===== src/rtl/ack_wait_retransmit_table_macros.svh =====
// Assertion macros shared by the table's modules.
// Depends on nothing; each macro is one concurrent assertion.
`ifndef ACK_WAIT_RETRANSMIT_TABLE_MACROS_SVH
`define ACK_WAIT_RETRANSMIT_TABLE_MACROS_SVH
// Implication checked on every clock edge outside reset.
`define AWRT_ASSERT_IMP(label, clk, rst, ante, cons) \
  label: assert property (@(posedge clk) disable iff (rst) (ante) |-> (cons)) \
    else $error("assertion failed");
// Condition that must hold on every clock edge outside reset.
`define AWRT_ASSERT_ALWAYS(label, clk, rst, cond) \
  label: assert property (@(posedge clk) disable iff (rst) (cond)) \
    else $error("assertion failed");
`endif


===== src/rtl/awrt_pkg.sv =====
// Shared types and constants of the acknowledgment wait table.
// Depends on nothing.
package awrt_pkg;

  localparam int unsigned SLOTS_DEFAULT = 10;

  localparam logic [2:0] OP_ADD = 3'd0;
  localparam logic [2:0] OP_CANCEL = 3'd1;
  localparam logic [2:0] OP_CLEAR = 3'd2;
  localparam logic [2:0] OP_CLEAR_ALL = 3'd3;
  localparam logic [2:0] OP_TICK = 3'd4;

  localparam logic CFG_RESEND_PERIOD = 1'b0;
  localparam logic CFG_ACK_CODE = 1'b1;

  localparam logic KIND_STATUS = 1'b0;
  localparam logic KIND_RESENT = 1'b1;

  typedef struct packed {
    logic [2:0] op;
    logic [7:0] msg_start;
    logic [7:0] msg_src;
    logic [7:0] msg_dest;
    logic [7:0] msg_cmd;
    logic [7:0] msg_data0;
    logic [7:0] msg_data1;
  } in_item_t;

  typedef struct packed {
    logic       kind;
    logic [7:0] out_start;
    logic [7:0] out_src;
    logic [7:0] out_dest;
    logic [7:0] out_cmd;
    logic [7:0] out_data0;
    logic [7:0] out_data1;
    logic [3:0] pending_count;
    logic       overload;
    logic       available;
    logic       last;
  } out_item_t;

  // Classified command handed from the front part to the back part.
  typedef struct packed {
    logic       sweep;
    in_item_t   item;
  } cmd_t;

endpackage


===== src/rtl/awrt_front.sv =====
// Front part: accepts input items, keeps the tick counter and marks sweeps.
// Depends on awrt_pkg.
module awrt_front (
  input  logic               clk,
  input  logic               rst,
  input  logic               in_valid,
  output logic               in_stall,
  input  awrt_pkg::in_item_t in_item,
  input  logic [15:0]        resend_period,
  output logic               cmd_valid,
  input  logic               cmd_stall,
  output awrt_pkg::cmd_t     cmd
);
  import awrt_pkg::*;

  logic [15:0] elapsed_ticks;
  logic [15:0] ticks_inc;
  logic        take;
  logic        sweep;

  assign in_stall = cmd_valid && cmd_stall;
  assign take = in_valid && !in_stall;
  assign ticks_inc = (elapsed_ticks == 16'hFFFF) ? elapsed_ticks : elapsed_ticks + 16'd1;
  assign sweep = (resend_period != 16'd0) && (ticks_inc >= resend_period);

  always_ff @(posedge clk) begin
    if (rst) begin
      elapsed_ticks <= '0;
      cmd_valid <= 1'b0;
    end else begin
      if (cmd_valid && !cmd_stall) begin
        cmd_valid <= 1'b0;
      end
      if (take) begin
        cmd_valid <= 1'b1;
        cmd.item <= in_item;
        cmd.sweep <= (in_item.op == OP_TICK) && sweep;
        if (in_item.op == OP_TICK) begin
          elapsed_ticks <= sweep ? 16'd0 : ticks_inc;
        end
      end
    end
  end

  `include "ack_wait_retransmit_table_macros.svh"
  `AWRT_ASSERT_IMP(a_stall_holds, clk, rst, cmd_valid && cmd_stall, ##1 cmd_valid)
  `AWRT_ASSERT_IMP(a_sweep_tick, clk, rst, cmd_valid && cmd.sweep, cmd.item.op == OP_TICK)
  `AWRT_ASSERT_IMP(a_sweep_nonzero, clk, rst, cmd_valid && cmd.sweep, resend_period != 16'd0)
endmodule


===== src/rtl/awrt_back.sv =====
// Back part: holds the slot table, applies commands and emits results.
// Depends on awrt_pkg.
module awrt_back #(
  parameter int unsigned SLOTS = awrt_pkg::SLOTS_DEFAULT
) (
  input  logic                clk,
  input  logic                rst,
  input  logic                cmd_valid,
  output logic                cmd_stall,
  input  awrt_pkg::cmd_t      cmd,
  input  logic [7:0]          ack_code,
  output logic                out_valid,
  input  logic                out_stall,
  output awrt_pkg::out_item_t out_item
);
  import awrt_pkg::*;

  localparam int unsigned IW = (SLOTS > 1) ? $clog2(SLOTS) : 1;
  localparam int unsigned CW = $clog2(SLOTS + 1);

  typedef enum logic [1:0] {S_IDLE, S_SWEEP, S_STATUS} state_t;

  state_t          state;
  logic [SLOTS-1:0] slot_valid;
  logic [47:0]     slot_message [SLOTS];
  logic [CW-1:0]   occupied_count;
  logic            overload_flag;
  logic            available_flag;
  logic [IW-1:0]   sweep_idx;

  logic [SLOTS-1:0] full_hit;
  logic [SLOTS-1:0] head_hit;
  logic [IW-1:0]   free_idx, full_idx, head_idx;
  logic            free_any, full_any, head_any;
  logic [47:0]     m;
  logic            out_free;
  logic            take;
  logic [47:0]     sm;

  assign m = {cmd.item.msg_start, cmd.item.msg_src, cmd.item.msg_dest,
              cmd.item.msg_cmd, cmd.item.msg_data0, cmd.item.msg_data1};
  assign out_free = !out_valid || !out_stall;
  assign cmd_stall = (state != S_IDLE) || !out_free;
  assign take = cmd_valid && !cmd_stall;
  assign sm = slot_message[sweep_idx];

  always_comb begin
    free_idx = '0; full_idx = '0; head_idx = '0;
    free_any = 1'b0; full_any = 1'b0; head_any = 1'b0;
    for (int i = 0; i < SLOTS; i++) begin
      full_hit[i] = slot_valid[i] && (slot_message[i] == m);
      head_hit[i] = slot_valid[i] && (slot_message[i][47:16] == m[47:16]);
    end
    for (int i = SLOTS - 1; i >= 0; i--) begin
      if (!slot_valid[i]) begin
        free_any = 1'b1; free_idx = IW'(i);
      end
      if (full_hit[i]) begin
        full_any = 1'b1; full_idx = IW'(i);
      end
      if (head_hit[i]) begin
        head_any = 1'b1; head_idx = IW'(i);
      end
    end
  end

  always_ff @(posedge clk) begin
    if (take && cmd.item.op == OP_ADD && !full_any && free_any) begin
      slot_message[free_idx] <= m;
    end
  end

  always_ff @(posedge clk) begin
    if (rst) begin
      state <= S_IDLE;
      slot_valid <= '0;
      occupied_count <= '0;
      overload_flag <= 1'b0;
      available_flag <= 1'b0;
      sweep_idx <= '0;
      out_valid <= 1'b0;
      out_item.kind <= KIND_STATUS;
      out_item.last <= 1'b0;
      out_item.pending_count <= '0;
      out_item.overload <= 1'b0;
      out_item.available <= 1'b0;
    end else begin
      if (out_valid && !out_stall) begin
        out_valid <= 1'b0;
      end
      unique case (state)
        S_IDLE: begin
          if (take) begin
            priority if (cmd.item.op == OP_ADD) begin
              if (!full_any) begin
                if (free_any) begin
                  slot_valid[free_idx] <= 1'b1;
                  occupied_count <= occupied_count + CW'(1);
                  overload_flag <= 1'b0;
                  available_flag <= 1'b1;
                end else begin
                  overload_flag <= 1'b1;
                end
              end
              state <= S_STATUS;
            end else if (cmd.item.op == OP_CANCEL) begin
              if (head_any) begin
                slot_valid[head_idx] <= 1'b0;
                occupied_count <= occupied_count - CW'(1);
              end
              state <= S_STATUS;
            end else if (cmd.item.op == OP_CLEAR) begin
              if (full_any) begin
                slot_valid[full_idx] <= 1'b0;
                occupied_count <= occupied_count - CW'(1);
              end
              state <= S_STATUS;
            end else if (cmd.item.op == OP_CLEAR_ALL) begin
              slot_valid <= '0;
              occupied_count <= '0;
              overload_flag <= 1'b0;
              available_flag <= 1'b0;
              state <= S_STATUS;
            end else if (cmd.sweep) begin
              sweep_idx <= '0;
              state <= S_SWEEP;
            end else begin
              state <= S_STATUS;
            end
          end
        end
        S_SWEEP: begin
          if (out_free) begin
            if (slot_valid[sweep_idx]) begin
              out_valid <= 1'b1;
              out_item.kind <= KIND_RESENT;
              out_item.out_start <= ack_code;
              {out_item.out_src, out_item.out_dest, out_item.out_cmd,
               out_item.out_data0, out_item.out_data1} <= sm[39:0];
              out_item.last <= 1'b0;
              out_item.pending_count <= 4'(occupied_count);
              out_item.overload <= overload_flag;
              out_item.available <= available_flag;
            end
            if (sweep_idx == IW'(SLOTS - 1)) begin
              state <= S_STATUS;
            end else begin
              sweep_idx <= sweep_idx + IW'(1);
            end
          end
        end
        S_STATUS: begin
          if (out_free) begin
            out_valid <= 1'b1;
            out_item.kind <= KIND_STATUS;
            out_item.last <= 1'b1;
            out_item.pending_count <= 4'(occupied_count);
            out_item.overload <= overload_flag;
            out_item.available <= available_flag;
            state <= S_IDLE;
          end
        end
        default: state <= S_IDLE;
      endcase
    end
  end

  `include "ack_wait_retransmit_table_macros.svh"
  `AWRT_ASSERT_ALWAYS(a_count, clk, rst, occupied_count == CW'($countones(slot_valid)))
  `AWRT_ASSERT_IMP(a_last_status, clk, rst, out_valid, out_item.last == (out_item.kind == KIND_STATUS))
  `AWRT_ASSERT_IMP(a_out_hold, clk, rst, out_valid && out_stall, ##1 out_valid)
endmodule


===== src/rtl/ack_wait_retransmit_table.sv =====
// Top level of the acknowledgment wait table: config registers, front, back.
// Depends on awrt_pkg, awrt_front and awrt_back.
//
//  channel | direction | handshake      | payload
//  in      | input     | in_valid/stall | in_item (in_item_t)
//  out     | output    | out_valid/stall| out_item (out_item_t)
//  cfg     | input     | cfg_valid/ready| cfg_index, cfg_data
//
// Add, cancel, clear, clear-all and plain ticks pass the front register, then
// the back part, whose slot compare is parallel, then its status state.
// A resend sweep walks the table one slot a cycle while the output does not stall.
// Reset is synchronous; the table needs no clearing pass.
// A stalled output holds the back part, and the front part behind it.
module ack_wait_retransmit_table #(
  parameter int unsigned SLOTS = awrt_pkg::SLOTS_DEFAULT
) (
  input  logic                clk,
  input  logic                rst,
  input  logic                in_valid,
  output logic                in_stall,
  input  awrt_pkg::in_item_t  in_item,
  output logic                out_valid,
  input  logic                out_stall,
  output awrt_pkg::out_item_t out_item,
  input  logic                cfg_valid,
  output logic                cfg_ready,
  input  logic [0:0]          cfg_index,
  input  logic [15:0]         cfg_data
);
  import awrt_pkg::*;

  logic [15:0] resend_period;
  logic [7:0]  ack_code;
  logic        cmd_valid;
  logic        cmd_stall;
  cmd_t        cmd;
  out_item_t   back_item;

  assign cfg_ready = 1'b1;

  always_ff @(posedge clk) begin
    if (rst) begin
      resend_period <= '0;
      ack_code <= 8'd1;
    end else if (cfg_valid) begin
      unique case (cfg_index[0])
        CFG_RESEND_PERIOD: resend_period <= cfg_data;
        CFG_ACK_CODE:      ack_code <= cfg_data[7:0];
        default:           ;
      endcase
    end
  end

  awrt_front u_front (
    .clk, .rst, .in_valid, .in_stall, .in_item, .resend_period,
    .cmd_valid, .cmd_stall, .cmd
  );

  awrt_back #(.SLOTS(SLOTS)) u_back (
    .clk, .rst, .cmd_valid, .cmd_stall, .cmd, .ack_code,
    .out_valid, .out_stall, .out_item(back_item)
  );

  // Status items show zero message bytes.
  always_comb begin
    out_item = back_item;
    if (back_item.kind == KIND_STATUS) begin
      out_item.out_start = '0;
      out_item.out_src = '0;
      out_item.out_dest = '0;
      out_item.out_cmd = '0;
      out_item.out_data0 = '0;
      out_item.out_data1 = '0;
    end
  end
endmodule

===== config.mk =====
export PLATFORM = sky130hd
export DESIGN_NAME = ack_wait_retransmit_table
export DESIGN_NICKNAME = d
export VERILOG_FILES = /design/src/rtl/awrt_pkg.sv /design/src/rtl/awrt_front.sv /design/src/rtl/awrt_back.sv /design/src/rtl/ack_wait_retransmit_table.sv
export VERILOG_INCLUDE_DIRS = /design/src /design/src/rtl
export SDC_FILE = /design/constraint.sdc
export NUM_CORES = 1
export LEC_CHECK = 0
export BUFFER_PORTS_ARGS = -buffer_cell sky130_fd_sc_hd__buf_2
export CORE_UTILIZATION = 45
export CTS_BUF_LIST = sky130_fd_sc_hd__clkbuf_4
export DETAILED_ROUTE_END_ITERATION = 7
export PLACE_DENSITY = 0.68
export REMOVE_ABC_BUFFERS = 1
export SLEW_MARGIN = 15
export SYNTH_ARGS = -nofsm -noshare
export SYNTH_HDL_FRONTEND = slang
export SYNTH_HIERARCHICAL = 1
export SYNTH_SLANG_ARGS = --single-unit

===== constraint.sdc =====
create_clock -name clk -period 6.5 [get_ports clk]
set_clock_uncertainty 0.1 [all_clocks]
set_input_delay 0 -clock clk [delete_from_list [all_inputs] [get_ports clk]]
set_output_delay 0 -clock clk [all_outputs]
set_load 0.02 [all_outputs]

After elaboration in Yosys (flattened, before gate mapping)
Memory sizes are Yosys's and may differ from the RTL's. A register that Yosys moved wholly into a read port is not among the register bits.
Index checks and enable logic that the tools add are counted.
- memories: 1
- logic and storage cells: 287
- flip-flop bits (word level): 172
- output and inout bits: 59
- input port bits: 73
- RAM bits: 480
- $lt $le $gt $ge: 8
- add/subtract/negate cells: 4
- equality and inequality tests: 45
- reductions and logical operators: 60
- bitwise logic cells: 7
- mux-type cells: 132
- memories (name ; depth ; bits a word ; read ports ; clocked after memory_dff ; write ports ; line ; source):
    u_back.slot_message ; 10 ; 48 ; 11 ; 1 ; 1 ; awrt_back.sv:25 ; logic [47:0] slot_message [SLOTS];
- operators with widths (cell ; number):
    48-bit == test ; 10
    32-bit == test ; 10
    4-bit 2-to-1 mux ; 48
    56-bit 2-to-1 mux ; 2
    10-bit 2-to-1 mux ; 8
    1-bit 2-to-1 mux ; 52
    48-bit 2-to-1 mux ; 1
    1-bit logical AND ; 32
    16-bit 2-to-1 mux ; 2
    10-bit AND ; 2
    4-bit by 5-bit < comparator with 1-bit output (second input constant) ; 4
    10-bit NOT ; 2
    2-bit 2-to-1 mux ; 9
    16-bit by 1-bit adder with 16-bit output (second input constant) ; 1
    16-bit == test (second input constant) ; 1
    16-bit greater-or-equal comparator ; 1
    2-bit by 1-bit inequality test with 1-bit output (second input constant) ; 8
    16-bit nonzero test ; 1
    2-bit inequality test (second input constant) ; 7
    7-bit case mux with 2 select lines ; 1
    7-bit AND reduction ; 2
    1-bit demux with 4-bit select ; 3
    4-bit by 1-bit greater-or-equal comparator with 1-bit output (second input constant) ; 3
    4-bit AND reduction ; 3
    other kinds (26) ; 43

Depth between registers and ports, before layout
Gate-level depths: netlist of the first run.
An unclocked memory read counts as a cell.
- word-level depth: 23
- depth in mapped cells: 15
- gate-level depth less buffers: 13

By module
Netlist of the first run, hierarchy kept.
- by module, submodules not included (module ; instances ; cells each ; sequential area each (um2) ; area an instance (um2)):
    awrt_back ; 1 ; 2167 ; 23762.8 ; 36600.1
    awrt_front ; 1 ; 253 ; 1901.8 ; 3211.8
    ack_wait_retransmit_table ; 1 ; 153 ; 480.5 ; 1373.8

Least setup slack after synthesis of the first run
OpenSTA, ideal clock, no wires.
- path type: reg-to-reg
- start point: reg, netlist name u_front/cmd[25]
- end point: mem u_back.slot_message[2][0] (enable)
- stages on the path, launching flop included: 12
- path buffers: 2
- setup slack: 1442 ps
- clock period less this slack: 5058 ps
- library setup time: 454 ps
- required time: 5946 ps
- data arrival time: 4504 ps
- path through: edfxtp_1 buf_2 xor2_1 nor4_1 and4_1 nand4_1 nand4_4 nor3_2 and2_0 buf_2 nand2_1 nor2_1
- longest elaborated chain between the ends: 17
- elaborated cells between the ends (all ways): 35
- those cells by class: 10 x eq/ne; 12 x mux; 13 x reduce/logical
- RTL lines (item ; line ; source):
    48-bit == test ; awrt_back.sv:51 ; full_hit[i] = slot_valid[i] && (slot_message[i] == m);
    1-bit logical AND ; awrt_back.sv:51 ;
    1-bit 2-to-1 mux (9 in series) ; awrt_back.sv:58 ; if (full_hit[i]) begin
    1-bit 2-to-1 mux * ; awrt_back.sv:58 ;
    1-bit logical NOT * ; awrt_back.sv:68 ; if (take && cmd.item.op == OP_ADD && !full_any && free_any) begin
    1-bit logical AND * (2 in series) ; awrt_back.sv:68 ;
    1-bit 2-to-1 mux * ; awrt_back.sv:68 ;
    1-bit 2-to-1 mux (implied by the code) * ; awrt_back.sv:69 ; slot_message[free_idx] <= m;
    end: declaration ; awrt_back.sv:25 ;
Mark *: on every way between the ends. The rest lies on a longest branch, timed or not.

Worst setup path after layout of the first run
- start point: reg, netlist name u_front/cmd[24]
- end point: mem u_back.slot_message[2][11] (enable)
- longest elaborated chain between the ends: 17
- elaborated cells between the ends (all ways): 35
- those cells by class: 10 x eq/ne; 12 x mux; 13 x reduce/logical
- RTL lines (item ; line):
    48-bit == test ; awrt_back.sv:51
    1-bit logical AND ; awrt_back.sv:51
    1-bit 2-to-1 mux (9 in series) ; awrt_back.sv:58
    1-bit 2-to-1 mux * ; awrt_back.sv:58
    1-bit logical NOT * ; awrt_back.sv:68
    1-bit logical AND * (2 in series) ; awrt_back.sv:68
    1-bit 2-to-1 mux * ; awrt_back.sv:68
    1-bit 2-to-1 mux (implied by the code) * ; awrt_back.sv:69
Marks and branches as above.

==> reports/qor.tcl, run 1 <==
set qor(final_nets) 3433
set qor(slew_viol_final) 0
set qor(crit_path_start_kind) {flip-flop}
set qor(final-setup-viol-count) 0
set qor(synthesis.area_sq_mm) 0.0412
set qor(finalWorstSetupSlack_ns) 1.32
set qor(layout_cells_sized_above_1_pct) 23.3
set qor(hpwl_reported_at_the_end_of_detailed_placement_mm) 86.0
set qor(avgSynthCellArea_sq_um) 16.0
set qor(power.share.combinational_pct) 5.9
set qor(run_status) {completed}
set qor(timing_worst_setup_path_type) {reg -> reg}
set qor(yosys.area.top_type) {sky130_fd_sc_hd__edfxtp_1}
set qor(number_of_synthesized_flops_with_an_enable_pin) 820
set qor(critPathRequiredTime_ns) 7.14
set qor(top_layer_used) {met5}
set qor(grt_start_max_net_pins) 95
set qor(switchingPower_mw) 2.86
set qor(all_layer_gr_usage_pct) 27.3
set qor(floorplan.initialDensity_pct) 45.6
set qor(routedWlPerCell_um) 26.8
set qor(async_flop_share_pct) 0
set qor(drt_drc_violations_left) 0
set qor(count_of_unique_library_cells_instantiated_by_yosys) 89
set qor(io-pin-count) 132
set qor(grt_remaining_overflow) 0
set qor(gp_congestion) 1.08
set qor(grt_antenna_before_repair) 3
set qor(share_clk_of_total_power_pct) 39.7
set qor(insertion_delay_ns) 1.13
set qor(ys.flop_type) {sky130_fd_sc_hd__edfxtp_1}
set qor(highest_clock_frequency_the_design_can_meet_ghz) 0.193
set qor(post_synth_main_area_contributors) {sky130_fd_sc_hd__edfxtp_1 60%, sky130_fd_sc_hd__mux4_2 11%, sky130_fd_sc_hd__xnor2_1 8.8%}
set qor(hold-worst-slack_ns) 0.117
set qor(register_area_share_after_synthesis_pct) 63.5
set qor(placedCellCount) 4065
set qor(worst-r2r-cell-count) 10
set qor(clock_input_transition_at_the_sequential_cells_of_the_worst_setup_and_hold_paths_ns) 0.07
set qor(yosysWarningCount) 6
set qor(yosys.area.top_type_share_pct) 59.8
set qor(wl_met1_mm) 49.0
set qor(floorplan.die.height_um) 305
set qor(min_period_over_period_pct) 79.8
set qor(preCtsSetupSlack_ns) 1.49
set qor(power.density_cell_area_mw_per_mm2) 244
set qor(regToRegSetupSlack_ns) 1.32
set qor(design.core.area_sq_mm) 0.0903
set qor(die_x_um) 305
set qor(cts.path.max_buffers) 3
set qor(seq_power_share_pct) 54.4
set qor(slew-limit-headroom_pct) 13.6
set qor(drt.antenna.violating_nets) 0
set qor(max_cap_violations) 0
set qor(core.rowCount) 110
set qor(cellInternalPower_mw) 9.16
set qor(syn_inst) 2573
set qor(rsz0062_at_grt) {false}
set qor(grt_first_pass_wirelength_mm) 183
set qor(area_growth_syn_to_layout_pct) 19.7
set qor(route.final.wire_length_mm) 125
set qor(worst_hold_path.num_cells) 3
set qor(cp_data_arrival_time_ns) 5.82
set qor(hold_violations) 0
set qor(cts_root_buffer) {sky130_fd_sc_hd__clkbuf_4}
set qor(drt-vias-per-instance) 5.63
set qor(detailroute.wirelength.met3_mm) 8.71
set qor(finalNonFillerCells) 4681
set qor(drt_iter0_markers) 2641
set qor(clkSinkCount) 896
set qor(worstMarginPinSlew_ns) 1.28
set qor(power.switching_fraction_pct) 23.8
set qor(numCtsBuffers) 231
set qor(endpoint_kind) {flip-flop}
set qor(met2_length_mm) 62.8
set qor(buffer_ports.inserted) 130
set qor(tritoncts) {built}
set qor(min_clock_period_post_route_ns) 5.18
set qor(vias_in_the_first_global_route) 27300
set qor(vias) 26300
set qor(holdCritPathClass) {in -> reg}
set qor(p_leak_nw) 16.4
set qor(drt_first_pass_iters) 7
set qor(crit_fanout) 28
set qor(synth_seq_cells) 896
set qor(htreeDepth) 4
set qor(ir_drop_v) 0.000161
set qor(die_area_sq_mm) 0.0927
-- layout by cell type (no fill, tap or decap), types with 7 or more instances in the layout --
cell type,instances
sky130_fd_sc_hd__edfxtp_1,820
sky130_fd_sc_hd__nor3_1,31
sky130_fd_sc_hd__o21ai_1,10
sky130_fd_sc_hd__xor2_1,75
sky130_fd_sc_hd__or3_1,7
sky130_fd_sc_hd__nand2b_1,42
sky130_fd_sc_hd__nor4b_1,7
sky130_fd_sc_hd__clkinv_1,46
sky130_fd_sc_hd__nand3b_1,7
sky130_fd_sc_hd__o21ai_0,23
sky130_fd_sc_hd__buf_2,130
sky130_fd_sc_hd__inv_1,37
sky130_fd_sc_hd__nand4bb_1,11
sky130_fd_sc_hd__nand4_1,149
sky130_fd_sc_hd__mux4_2,202
sky130_fd_sc_hd__nor4_1,43
sky130_fd_sc_hd__clkinv_2,8
sky130_fd_sc_hd__dlygate4sd3_1,213
sky130_fd_sc_hd__buf_4,68
sky130_fd_sc_hd__conb_1,241
sky130_fd_sc_hd__and3_1,11
sky130_fd_sc_hd__a31oi_1,9
sky130_fd_sc_hd__nand3_1,50
sky130_fd_sc_hd__dfxtp_1,71
sky130_fd_sc_hd__nor2_4,12
sky130_fd_sc_hd__and2_1,53
sky130_fd_sc_hd__ha_1,24
sky130_fd_sc_hd__nor2_1,69
sky130_fd_sc_hd__clkbuf_4,327
sky130_fd_sc_hd__xnor2_1,414
sky130_fd_sc_hd__nand2_1,77
sky130_fd_sc_hd__a211oi_1,8
sky130_fd_sc_hd__a21oi_1,30
sky130_fd_sc_hd__mux2i_1,25
-- registers in the layout (all words and copies together) (netlist names), 2 cells and up, named ones only --
register / count
u_back/sweep_idx: 4
u_back/slot_message: 720
u_back/occupied_count: 4
u_back/state: 2
u_front/elapsed_ticks: 16
resend_period: 16
ack_code: 8
u_front/cmd: 52
u_back/slot_valid: 10
u_back/out_item: 56
-- metal layers --
metal,GRT usage (%),vias up
met5,0,-
met4,12.0,2
met3,5.40,227
met2,46.1,1204
met1,34.2,13500
li1,-,11400
-- through the flow --
stage	setup TNS [ns]	area (sq um)	total power, mW	util (%)
finish	0	49300	12.0	54.6
global route	0	49300	12.5	54.6
CTS	0	49200	12.1	54.5
detailed placement	0	44200	7.26	49.0
global placement	0	44200	7.24	49.0
floorplan	-62.58	41400	7.00	-
-- power groups by stage --
stage	logic, mW	registers [mW]	clock network, mW
after global placement	0.584	6.66	0
after floorplan	0.340	6.66	0
after global routing	0.754	6.56	5.21
final	0.707	6.54	4.77
after CTS	0.689	6.55	4.91
after detailed placement	0.590	6.67	0
-- what timing repair did --
item                                   CTS  global route
resized for setup                        0             0
endpoints found under the hold margin  228             0
hold buffers                           213             0
buffers inserted                         0             0
-- synth_stat cells (44+ instances only) --
cell	instances
sky130_fd_sc_hd__xnor2_1	414
sky130_fd_sc_hd__nand4_1	149
sky130_fd_sc_hd__xor2_1	75
sky130_fd_sc_hd__clkbuf_1	49
sky130_fd_sc_hd__mux4_2	202
sky130_fd_sc_hd__edfxtp_1	820
sky130_fd_sc_hd__nand2_1	77
sky130_fd_sc_hd__dfxtp_1	76
sky130_fd_sc_hd__nand3_1	50
sky130_fd_sc_hd__nor2_1	81
sky130_fd_sc_hd__and2_1	53
sky130_fd_sc_hd__nor4_1	44
-- cells by family (layout without fill, tap and decap cells) --
logic type               Yosys count  after routing  synth area share (%)
AO/OA/AOI/OAI                    138            138                  2.43
XOR/XNOR                         495            495                  10.7
adder cells (fa/ha/maj)           24             24                 0.729
buffers and inverters            163            850                  1.97
flip-flops                       896            896                  63.5
multiplexers                     230            230                  11.7
other                              2            247                0.0182
AND/OR/NAND/NOR                  625            625                  8.97
-- path summary, 6_finish.rpt --
kind | from | to
setup / recovery | u_front/cmd[24] | u_back/slot_message[2][11]
hold / removal | in_item[35] | u_front/cmd[35]
setup reg to reg | u_front/cmd[24] | u_back/slot_message[2][11]
hold reg to reg | ack_code[4] | u_back/out_item[51]
-- critical path, cell delays in order (launching register included) --
cell and delay, ns:
sky130_fd_sc_hd__edfxtp_1 1.11, sky130_fd_sc_hd__xnor2_1 0.44, sky130_fd_sc_hd__nand4_1 0.26, sky130_fd_sc_hd__nor4_1 0.11
sky130_fd_sc_hd__nand4_1 0.21, sky130_fd_sc_hd__nand4_4 0.22, sky130_fd_sc_hd__nor3_2 0.65, sky130_fd_sc_hd__and2_0 0.40
sky130_fd_sc_hd__nand2_1 0.21, sky130_fd_sc_hd__nor2_4 0.63, sky130_fd_sc_hd__buf_4 0.45
-- final cells by class --
| cell class | count | area [sq um] |
|---|---|---|
| Fill cell | 7443 | 41000 |
| Sequential cell | 896 | 26200 |
| Multi-Input combinational cell | 1753 | 15200 |
| Timing Repair Buffer | 416 | 3400 |
| Clock buffer | 327 | 2450 |
| Tap cell | 1176 | 1470 |
| Clock inverter | 69 | 418 |
| Inverter | 38 | 143 |
| Antenna cell | 6 | 15.0 |
Power figures use the tool's default switching activity.
==> run 2: changes to the inputs <==
PLACE_DENSITY = 0.7   (was 0.68)
clock period = 4.37 ns   (was 6.5 ns; I/O delays follow)
==> run 2 against run 1 <==
Total power increased by 51%. Critical endpoint is now u_back/slot_message[5][32]. Largest cell class unchanged. Clock power increased by 52%. Sequential cell count is the same. Sequential share of layout area fell by 1.6 points. Core utilization grew 1.7 points. Count of clock-buffer cells in the layout is the same. Cell count is 3.5% higher.
==> reports/qor.tcl, run 2 (synthesis gave the netlist of run 1 again) <==
set qor(die_area_sq_mm) 0.0927 ;# unchanged
set qor(tritoncts) {built}
set qor(hold-worst-slack_ns) 0.154 ;# +0.0372 ns
set qor(layout_top_registers) {u_back/slot_message x720, u_back/out_item x56, u_front/cmd x52}
set qor(drt_drc_violations_left) 0 ;# unchanged
set qor(finalWorstSetupSlack_ns) 0.0987 ;# -1.22 ns
set qor(grt_remaining_overflow) 0 ;# unchanged
set qor(routedWlPerCell_um) 26.8 ;# about the same
set qor(design.core.area_sq_mm) 0.0903 ;# unchanged
set qor(floorplan.die.height_um) 305 ;# unchanged
set qor(io-pin-count) 132 ;# unchanged
set qor(largest_register_ff_count) 720 ;# unchanged
set qor(slew-limit-headroom_pct) 24.2 ;# +11 points
set qor(drt_iter0_markers) 2477 ;# -6.2%
set qor(layout.cells.most_common_list) {820 x sky130_fd_sc_hd__edfxtp_1, 414 x sky130_fd_sc_hd__xnor2_1, 327 x sky130_fd_sc_hd__clkbuf_4}
set qor(hpwl_reported_at_the_end_of_detailed_placement_mm) 91.7 ;# +6.7%
set qor(min_clock_period_post_route_ns) 4.27 ;# -0.913 ns
set qor(layout_commonest_cell) {sky130_fd_sc_hd__edfxtp_1}
set qor(area_growth_syn_to_layout_pct) 23.5
set qor(utilization_pct) 56.3 ;# +1.7 points
set qor(crit_path_start_kind) {flip-flop}
set qor(buffer_ports.inserted) 130 ;# unchanged
set qor(cp_cell_sequence) {xor2_1 -> nor4_2 -> and3_1 -> nand4_1 -> buf_4 -> nand4_4 -> nor3_2 -> nand3b_1 -> buf_4 -> nor2_4 -> buf_4}
set qor(cts.path.max_buffers) 3 ;# unchanged
set qor(numCtsBuffers) 229 ;# -0.87%
set qor(p_leak_nw) 17.3 ;# +5.3%
set qor(crit_path_frequent_cell) {sky130_fd_sc_hd__buf_4}
set qor(timing_worst_setup_path_type) {reg -> reg}
set qor(postLayoutCellArea_sq_mm) 0.0509 ;# +3.2%
set qor(preCtsSetupSlack_ns) 0.192 ;# -1.30 ns
set qor(grt_start_max_net_pins) 51 ;# -46%
set qor(cp_data_arrival_time_ns) 4.96 ;# -0.86 ns
set qor(core.rowCount) 110 ;# unchanged
set qor(clkSinkCount) 896 ;# unchanged
set qor(min_period_over_period_pct) 97.7 ;# +18 points
set qor(post_dp_cell_area_sq_mm) 0.0456 ;# +3.0%
set qor(layout_cells_sized_above_1_pct) 26.4 ;# +3.1 points
set qor(placedCellCount) 4199 ;# +3.3%
set qor(insertion_delay_ns) 1.16 ;# +0.03 ns
set qor(final-setup-viol-count) 0 ;# unchanged
set qor(vias_in_the_first_global_route) 28000 ;# +2.6%
set qor(max_cap_violations) 0 ;# unchanged
set qor(drt.antenna.violating_nets) 0 ;# unchanged
set qor(all_layer_gr_usage_pct) 28.2 ;# +0.92 points
set qor(finalNonFillerCells) 4844 ;# +3.5%
set qor(floorplan.initialDensity_pct) 45.6 ;# unchanged
set qor(slowest_stage) {sky130_fd_sc_hd__edfxtp_1}
set qor(ir_drop_v) 0.000305 ;# +90%
set qor(slew_viol_final) 0 ;# unchanged
set qor(grt_first_pass_wirelength_mm) 188 ;# +3.1%
set qor(vias) 27000 ;# +2.4%
set qor(rsz0062_at_grt) {false}
set qor(run_status) {completed}
set qor(crit_fanout) 10 ;# -64%
set qor(n_fill_cell) 7189 ;# -3.4%
set qor(gp_congestion) 0.969 ;# -10%
set qor(route.final.wire_length_mm) 130 ;# +3.5%
set qor(power.density_cell_area_mw_per_mm2) 357 ;# +46%
set qor(drt_first_pass_iters) 6 ;# -1
set qor(holdCritPathClass) {in -> reg}
set qor(critical_path.max_stage_delay_ns) 0.74 ;# -0.37 ns
set qor(die_x_um) 305 ;# unchanged
set qor(critPathRequiredTime_ns) 5.06 ;# -2.08 ns
set qor(regMostFlops) {u_back/slot_message}
set qor(hold_violations) 0 ;# unchanged
set qor(final_nets) 3582 ;# +4.3%
set qor(clock_input_transition_at_the_sequential_cells_of_the_worst_setup_and_hold_paths_ns) 0.07 ;# about the same
set qor(cts_root_buffer) {sky130_fd_sc_hd__clkbuf_4}
set qor(grt_antenna_before_repair) 7 ;# +4
set qor(highest_clock_frequency_the_design_can_meet_ghz) 0.234 ;# +21%
set qor(worstMarginPinSlew_ns) 1.13 ;# -0.155 ns
set qor(drt-vias-per-instance) 5.57 ;# -1.0%
set qor(htreeDepth) 4 ;# unchanged
set qor(endpoint_kind) {flip-flop}
run 2: where the power goes:
part	leakage (nW)	switching [mW]	internal, mW
Sequential	8.20	0.143	9.53
Clock	1.75	3.55	3.71
Combinational	7.34	0.667	0.532
Total	17.3	4.36	13.8
run 2: area by class of cell:
cell class | instances | area, sq um | share of cell area [%]
tap | 1176 | 1470 | 2.89
antenna | 6 | 15.0 | 0.0295
multi-input combinational | 1753 | 15200 | 30.0
sequential | 896 | 26200 | 51.4
timing repair buffer | 567 | 4860 | 9.56
inverter | 38 | 143 | 0.281
clock inverter | 81 | 500 | 0.984
clock buffer | 327 | 2450 | 4.83
run 2: final timing paths:
path,startpoint,endpoint,slack [ns],cells after the start
hold / removal,in_item[23],u_front/cmd[23],0.15,3
setup / recovery,u_front/cmd[22],u_back/slot_message[5][32],0.1,11
setup reg to reg,u_front/cmd[22],u_back/slot_message[5][32],0.1,11
hold reg to reg,ack_code[2],u_back/out_item[49],0.32,0
run 2: timing repair:
action                                  4_1_cts  5_1_grt
resized for setup                             0        1
endpoints found under the setup margin        0       85
buffers inserted                              0        8
endpoints found under the hold margin       232        0
hold buffers                                222        0
run 2: per-layer routing:
layer  track usage [%]  routed length [um]  up-vias
li1                  -                   -    11800
met1              35.4               52000    13800
met2              47.2               64300     1142
met3              5.71                8110      255
met4              12.8                5480        2
met5                 0                  13        -
run 2: per-stage QoR:
stage                     total power [mW]  setup TNS (ns)
after floorplan                       10.4         -469.25
after global placement                10.8               0
after detailed placement              10.9               0
after CTS                             18.3               0
after global routing                  18.9               0
final                                 18.1               0
run 2: critical path: cells and delay by family, from the launching register on:
kind	cells	cell delay (ns)
AND/OR/NAND/NOR	7	1.94
flip-flops	1	0.74
XOR/XNOR	1	0.49
buffers and inverters	3	0.62
